File: src/rtl/ccs_pkg.sv
// shared constants and types for the cyclic code encoder and syndrome checker
`default_nettype none

package ccs_pkg;

  localparam int MaxCheckBits = 32;
  localparam int MaxWordBits  = 64;
  localparam int WordW        = MaxWordBits;
  localparam int GenW         = 32;
  localparam int FieldW       = 6;
  localparam int CountW       = $clog2(MaxWordBits + 1);
  localparam int ShiftW       = $clog2(MaxWordBits);
  localparam int CheckLim     = (MaxCheckBits < MaxWordBits - 1) ? MaxCheckBits
                                                                 : MaxWordBits - 1;
  localparam int DivSteps      = MaxWordBits - 1;
  localparam int StepsPerStage = 8;
  localparam int DivStages     = (DivSteps + StepsPerStage - 1) / StepsPerStage;
  localparam int CfgIdxW       = 2;

  typedef enum logic [CfgIdxW-1:0] {
    CfgGenPoly   = 2'd0,
    CfgCheckBits = 2'd1,
    CfgDataBits  = 2'd2
  } cfg_idx_e;

  typedef enum logic {
    OpEncode = 1'b0,
    OpCheck  = 1'b1
  } op_e;

  // one word in flight through the divider, all left-aligned to the msb
  typedef struct packed {
    logic [WordW-1:0]  w;
    logic [WordW-1:0]  orig;
    logic [WordW-1:0]  gen;
    logic [FieldW-1:0] k;
    logic [CountW-1:0] n;
    op_e               op;
  } div_item_t;

endpackage

`default_nettype wire

File: src/rtl/cyclic_code_encode_and_syndrome_top.sv
// Systematic cyclic code encoder and syndrome checker over GF(2).
//
// Input: a word is taken at a rising edge with start_i high and busy_o low.
// busy_o is always low, so a new word can be given in every cycle.
// op_i selects encode (message in the low k bits of data_word_i) or check
// (received word in the low k+r bits). Excess high bits are ignored.
// Output: done_o is high for exactly one cycle per word, together with
// result_word_o (codeword, or syndrome in the low r bits) and
// syndrome_nonzero_o. Results leave in input order.
// The path from accept to result runs through these registers in order:
// one input stage, one alignment stage, eight divider stages of up to eight
// conditional xor steps each (63 in all), and one output stage. Throughput
// is one word per cycle.
// Configuration: cfg_we_i writes cfg_wdata_i into register cfg_idx_i
// (0 generator low coefficients, 1 degree r, 2 message length k); other
// indexes are ignored. Write only while no word is in flight.
// Reset clears the pipeline valid bits and loads g = x^3+x+1, r = 3, k = 4.
// The receiver cannot stall, so the pipeline never holds.
`default_nettype none

module cyclic_code_encode_and_syndrome_top (
  input  wire logic                          clk_i,
  input  wire logic                          rst_ni,
  input  wire logic                          start_i,
  output      logic                          busy_o,
  input  wire logic                          op_i,
  input  wire logic [ccs_pkg::WordW-1:0]     data_word_i,
  input  wire logic                          cfg_we_i,
  input  wire logic [ccs_pkg::CfgIdxW-1:0]   cfg_idx_i,
  input  wire logic [ccs_pkg::GenW-1:0]      cfg_wdata_i,
  output      logic                          done_o,
  output      logic [ccs_pkg::WordW-1:0]     result_word_o,
  output      logic                          syndrome_nonzero_o
);

  localparam int WordW  = ccs_pkg::WordW;
  localparam int FieldW = ccs_pkg::FieldW;
  localparam int CountW = ccs_pkg::CountW;
  localparam int ShiftW = ccs_pkg::ShiftW;
  localparam int GenW   = ccs_pkg::GenW;
  localparam int NStage = ccs_pkg::DivStages;
  localparam int Spp    = ccs_pkg::StepsPerStage;

  // configuration registers
  logic [GenW-1:0]   gen_poly_q;
  logic [FieldW-1:0] check_bits_q;
  logic [FieldW-1:0] data_bits_q;

  always_ff @(posedge clk_i or negedge rst_ni) begin
    if (!rst_ni) begin
      gen_poly_q   <= GenW'(3);
      check_bits_q <= FieldW'(3);
      data_bits_q  <= FieldW'(4);
    end else if (cfg_we_i) begin
      case (ccs_pkg::cfg_idx_e'(cfg_idx_i))
        ccs_pkg::CfgGenPoly:   gen_poly_q   <= cfg_wdata_i;
        ccs_pkg::CfgCheckBits: check_bits_q <= cfg_wdata_i[FieldW-1:0];
        ccs_pkg::CfgDataBits:  data_bits_q  <= cfg_wdata_i[FieldW-1:0];
        default: ;
      endcase
    end
  end

  // saturated degree and lengths
  logic [FieldW-1:0] r_eff;
  logic [FieldW-1:0] k_eff;
  logic [CountW-1:0] k_lim;
  logic [CountW-1:0] n_eff;

  always_comb begin
    r_eff = check_bits_q;
    if (check_bits_q == '0) begin
      r_eff = FieldW'(1);
    end else if (check_bits_q > FieldW'(ccs_pkg::CheckLim)) begin
      r_eff = FieldW'(ccs_pkg::CheckLim);
    end
    k_lim = CountW'(ccs_pkg::MaxWordBits) - CountW'(r_eff);
    k_eff = data_bits_q;
    if (data_bits_q == '0) begin
      k_eff = FieldW'(1);
    end else if (CountW'(data_bits_q) > k_lim) begin
      k_eff = k_lim[FieldW-1:0];
    end
    n_eff = CountW'(k_eff) + CountW'(r_eff);
  end

  assign busy_o = 1'b0;

  // input stage
  logic              in_valid_q;
  ccs_pkg::op_e      in_op_q;
  logic [WordW-1:0]  in_data_q;
  logic [FieldW-1:0] in_r_q;
  logic [FieldW-1:0] in_k_q;
  logic [CountW-1:0] in_n_q;

  always_ff @(posedge clk_i or negedge rst_ni) begin
    if (!rst_ni) begin
      in_valid_q <= 1'b0;
    end else begin
      in_valid_q <= start_i;
    end
  end

  always_ff @(posedge clk_i) begin
    if (start_i) begin
      in_op_q   <= ccs_pkg::op_e'(op_i);
      in_data_q <= data_word_i;
      in_r_q    <= r_eff;
      in_k_q    <= k_eff;
      in_n_q    <= n_eff;
    end
  end

  // alignment stage: word and generator moved up to the msb
  logic [ShiftW-1:0]  sh_enc;
  logic [ShiftW-1:0]  sh_chk;
  logic [ShiftW-1:0]  sh_gen;
  logic [WordW-1:0]   aligned;
  ccs_pkg::div_item_t align_d;

  always_comb begin
    sh_enc = ShiftW'(CountW'(ccs_pkg::MaxWordBits) - CountW'(in_k_q));
    sh_chk = ShiftW'(CountW'(ccs_pkg::MaxWordBits) - in_n_q);
    sh_gen = ShiftW'(CountW'(ccs_pkg::MaxWordBits - 1) - CountW'(in_r_q));
    if (in_op_q == ccs_pkg::OpCheck) begin
      aligned = in_data_q << sh_chk;
    end else begin
      aligned = in_data_q << sh_enc;
    end
    align_d.w    = aligned;
    align_d.orig = aligned;
    // coefficients at r and above fall off the top
    align_d.gen  = {1'b1, (WordW - 1)'(gen_poly_q) << sh_gen};
    align_d.k    = in_k_q;
    align_d.n    = in_n_q;
    align_d.op   = in_op_q;
  end

  logic               div_valid_q [NStage+1];
  ccs_pkg::div_item_t div_q       [NStage+1];

  always_ff @(posedge clk_i or negedge rst_ni) begin
    if (!rst_ni) begin
      div_valid_q[0] <= 1'b0;
    end else begin
      div_valid_q[0] <= in_valid_q;
    end
  end

  always_ff @(posedge clk_i) begin
    div_q[0] <= align_d;
  end

  // divider stages, each handles the next group of message bits from the top
  for (genvar s = 0; s < NStage; s++) begin : g_div
    ccs_pkg::div_item_t step_d;

    always_comb begin
      step_d = div_q[s];
      for (int i = 0; i < Spp; i++) begin
        if (s * Spp + i < ccs_pkg::DivSteps) begin
          if ((CountW'(s * Spp + i) < CountW'(step_d.k)) &&
              step_d.w[WordW - 1 - (s * Spp + i)]) begin
            step_d.w = step_d.w ^ (step_d.gen >> (s * Spp + i));
          end
        end
      end
    end

    always_ff @(posedge clk_i or negedge rst_ni) begin
      if (!rst_ni) begin
        div_valid_q[s+1] <= 1'b0;
      end else begin
        div_valid_q[s+1] <= div_valid_q[s];
      end
    end

    always_ff @(posedge clk_i) begin
      div_q[s+1] <= step_d;
    end
  end

  // output stage: shift back down to the lsb
  ccs_pkg::div_item_t last;
  logic [ShiftW-1:0]  sh_out;
  logic [WordW-1:0]   result_d;
  logic               nz;
  logic               done_q;
  logic               syn_q;
  logic [WordW-1:0]   result_q;

  always_comb begin
    last   = div_q[NStage];
    sh_out = ShiftW'(CountW'(ccs_pkg::MaxWordBits) - last.n);
    nz     = |last.w;
    if (last.op == ccs_pkg::OpCheck) begin
      result_d = last.w >> sh_out;
    end else begin
      result_d = (last.orig | last.w) >> sh_out;
    end
  end

  always_ff @(posedge clk_i or negedge rst_ni) begin
    if (!rst_ni) begin
      done_q <= 1'b0;
      syn_q  <= 1'b0;
    end else begin
      done_q <= div_valid_q[NStage];
      syn_q  <= div_valid_q[NStage] && (last.op == ccs_pkg::OpCheck) && nz;
    end
  end

  always_ff @(posedge clk_i) begin
    result_q <= result_d;
  end

  assign done_o             = done_q;
  assign syndrome_nonzero_o = syn_q;
  assign result_word_o      = result_q;

`ifndef SYNTHESIS
  // every quotient bit has been cleared by the last divider stage
  a_quotient_cleared: assert property (@(posedge clk_i) disable iff (!rst_ni)
    div_valid_q[NStage] |->
      ((last.w >> ShiftW'(CountW'(ccs_pkg::MaxWordBits) - CountW'(last.k))) == '0))
    else $error("divider left a quotient bit set");

  // nothing below the codeword's lsb position
  a_no_low_spill: assert property (@(posedge clk_i) disable iff (!rst_ni)
    div_valid_q[NStage] |-> ((last.w << last.n) == '0))
    else $error("divider wrote below the word");

  a_flag_with_done: assert property (@(posedge clk_i) disable iff (!rst_ni)
    syndrome_nonzero_o |-> done_o)
    else $error("syndrome flag without result");

  a_flag_matches_word: assert property (@(posedge clk_i) disable iff (!rst_ni)
    syndrome_nonzero_o |-> (result_word_o != '0))
    else $error("syndrome flag set on zero syndrome");

  a_syndrome_narrow: assert property (@(posedge clk_i) disable iff (!rst_ni)
    syndrome_nonzero_o |-> ((result_word_o >> ccs_pkg::MaxCheckBits) == '0))
    else $error("syndrome wider than the check bits");
`endif

endmodule

`default_nettype wire

File: config.mk
export PLATFORM = sky130hd
export DESIGN_NAME = cyclic_code_encode_and_syndrome_top
export DESIGN_NICKNAME = d
export VERILOG_FILES = /design/src/rtl/ccs_pkg.sv /design/src/rtl/cyclic_code_encode_and_syndrome_top.sv
export SDC_FILE = /design/constraint.sdc
export NUM_CORES = 2
export LEC_CHECK = 0
export BUFFER_PORTS_ARGS = -buffer_cell sky130_fd_sc_hd__buf_2
export CAP_MARGIN = 30
export CORE_MARGIN = 4
export CORE_UTILIZATION = 68
export CTS_CLUSTER_SIZE = 12
export DETAILED_ROUTE_END_ITERATION = 7
export PLACE_DENSITY = 0.86
export RECOVER_POWER = 100
export SLEW_MARGIN = 20
export SYNTH_ARGS = -nofsm -noshare
export SYNTH_HDL_FRONTEND = slang
export SYNTH_SLANG_ARGS = --single-unit
File: constraint.sdc
create_clock -name clk_i -period 12.18 [get_ports clk_i]
set_input_delay 3.654 -clock clk_i [delete_from_list [all_inputs] [get_ports clk_i]]
set_output_delay 3.654 -clock clk_i [all_outputs]
set_load 0.05 [all_outputs]
==> run metrics <==
M1 GR Usage=between 30 and 40%; DRC viols=27; critical path type=flop to flop; CP most frequent cell=buf_4; fin cells=approximately 10000; input/output buffers=168; setup TNS=0 ps; most frequent cells in the layout=1854 x nand2_1, 1543 x dfxtp_1, 1540 x xnor2_1; max-cap violations=18; r2r startpoint=div_q[0][13]; standard-cell rows=125; Final Util=73.7%; final setup violation count=0; DIE AREA=122000 um2; GRT Residual Overflow=0; CP Data Arrival Time=9600 ps; Max Clk Rate=~0.11 GHz; min-delay src=div_q[0][492]; Crit path buffers/inverters=4; final count of hold timing violations=0; Yosys reg bits=1682; final max-slew violation count=between 800 and 900; Wirelength per Cell=19.6 um; Fill cells=7898; worst hold path class=flop to flop; largest net degree at the start of global routing=89; data required time of the critical path=12840 ps; Tot GR Track Use=about a third; critical-path maximum fanout=around 60; Slowest-stage cell, CP=clkbuf_1; CORE AREA=116000 um2; nature of the critical path endpoint=flop; mux contribution to synthesized area=8.55%; failing checks=design-rule violations, max-capacitance violations, max-slew violations; Place WS=around 6300 ps; Worst Hold Path EP=div_q[0][698]; die width=350 um; FF-to-FF setup slack=between 3000 and 4000 ps; RSZ-0062 raised after global routing=false; vias in the first global route=56800; dpl hpwl=about 140 mm; Levels on crit path=16; clk_skew=53.2 ps; CTS buffer count=168; final WL=197 mm; CTS tree=done; Synth Cell Area=79500 um2; Post-synth ARST share=3.33%; Setup Buffers After CTS=0; met3 usage=5.81%; share of the yosys chip area belonging to registers=43.8%; layout cells sized above 1=6.79%; first-pass GRT wire length=310 mm; relative slew slack=-182%; GR peak layer=met2; number of synthesized flops with an enable pin=83; Initial Util=68.5%; family with the most delay on the worst path=buffers and inverters; compound-gate portion of the synthesized area=5.76%; via count=58300; clock latency on the worst-skew pair=about 800 ps; commonest non-fill, non-tap cell in the layout=nand2_1; antenna violations before repair=7; # hold bufs at CTS=0; CTS resizes=0; synthesized instance count=a little under 9000; setup ws final=3240 ps; Mean Syn Cell Area=9.19 um2; Max clock buf depth=3; adder-cell share of the synthesized area=0.260%; largest family of logic cells by synthesized area=XOR/XNOR gates; antenna viol nets, final=0; post-layout min period=between 8000 and 9000 ps; final worst path period share=73.4%; TritonRoute pass-1 iters=8; clock root cell=clkbuf_16; Area Growth Syn to Fin=7.65%; Net count, final=around 8600; Inst Count DP=roughly 10000; Sink Count=approximately 1700; R2R cell count=16; Most used DFF post-synth=dfxtp_1; Slowest Stage Delay on Critical Path=around 2000 ps; outcome=finished, violations left; Hold Path Cell Cnt=0; XOR/XNOR share of the synthesized area=22.3%; reg2reg end=div_q[0][354]; simple-gate portion of the synthesized area=15.7%; total I/O pin count=between 150 and 200; CP Cell Sequence=nor4_1, a22oi_2, buf_4, nand2_1, xnor2_1, mux2i_4, clkbuf_1, a311oi_1, mux2_2, buf_4, or4b_1, o221a_2, xnor2_4, buf_4, nor2_1, xnor2_1; crit path launch type=flop; Worst Max-Slew Pin Slew=4240 ps; vias per cell=between 5 and 6; htree depth=4; YS warnings=0; grt met2 use=54.5%; 1st-iter DRT viols=5544; Die Span Y=~350 um; CTS clock-pin slew for the worst setup and hold paths=roughly 70 ps; RePlAce Congestion=between 0.9 and 1; beginning of the critical path=div_q[0][13]; Distinct cells, synth=approximately 120
[routing by layer]
metal | wire, um | share of wire [%] | vias up
met5 | 13 | 0.0066 | -
met4 | 11800 | 6.0 | 2
met3 | 13400 | 6.8 | 735
met2 | 95600 | 48 | 2408
met1 | 76300 | 39 | 27500
li1 | - | - | 27700
[flip-flops by register name (all words and copies together) (netlist names)]
register,cells
check_bits_q,6
data_bits_q,6
div_q,1479
div_valid_q,9
done_o,1
gen_poly_q,32
in_data_q,64
in_k_q,6
in_n_q,6
in_op_q,1
in_r_q,6
in_valid_q,1
result_word_o,64
syndrome_nonzero_o,1
[through the flow]
stage                     cell area [um2]  hold WS (ps)
after floorplan                     79500           310
after global placement              80400           310
after detailed placement            80500           312
after CTS                           85600           308
after global routing                85500           313
final                               85500           300
[final cells by class]
class,count,area [um2],area share [%]
diodes,4,10.0,0.0117
clock buffers,211,4540,5.30
clock inverters,34,579,0.677
inverters,81,304,0.355
multi-input cells,6255,41900,49.0
flip-flops and latches,1682,34800,40.7
well taps,1524,1910,2.23
repair buffers,255,1460,1.71
[synth_stat cells, types with 26 or more instances]
library cell / number / area share (%)
a211oi_1: 101 / 0.95
a21oi_1: 190 / 1.2
and2_1: 28 / 0.22
and3_1: 79 / 0.62
buf_1: 78 / 0.37
buf_2: 70 / 0.44
clkbuf_1: 397 / 1.9
clkbuf_2: 63 / 0.40
dfrtp_1: 51 / 1.6
dfxtp_1: 1543 / 39
edfxtp_1: 83 / 3.1
inv_1: 76 / 0.36
mux2_2: 92 / 1.3
mux2i_1: 522 / 6.6
nand2_1: 1856 / 8.8
nand3_1: 326 / 2.1
nand4_1: 26 / 0.20
nor2_1: 299 / 1.4
nor2b_1: 37 / 0.29
nor3_1: 60 / 0.38
nor4_1: 61 / 0.48
o211ai_1: 28 / 0.26
o21ai_0: 150 / 0.94
o22ai_1: 28 / 0.22
xnor2_1: 1548 / 17
xor2_1: 437 / 4.8
[worst max-delay path by stage]
stage,to
floorplan,gen_poly_q[10]
global placement,div_q[0][760]
detailed placement,div_q[0][354]
CTS,div_q[0][367]
global route,div_q[0][783]
finish,div_q[0][354]
[cells by family (layout without fill, tap and decap cells)]
logic type               after synthesis  count (layout)
buffers and inverters                707             581
other                                  1               6
adder cells (fa/ha/maj)               16              16
AND/OR/NAND/NOR                     2900            2900
flip-flops                          1682            1682
XOR/XNOR                            1999            1999
AO/OA/AOI/OAI                        700             700
multiplexers                         638             638
Power is not shown: default switching activity piles up to over one toggle a cycle in this logic, so the estimate is an artifact.
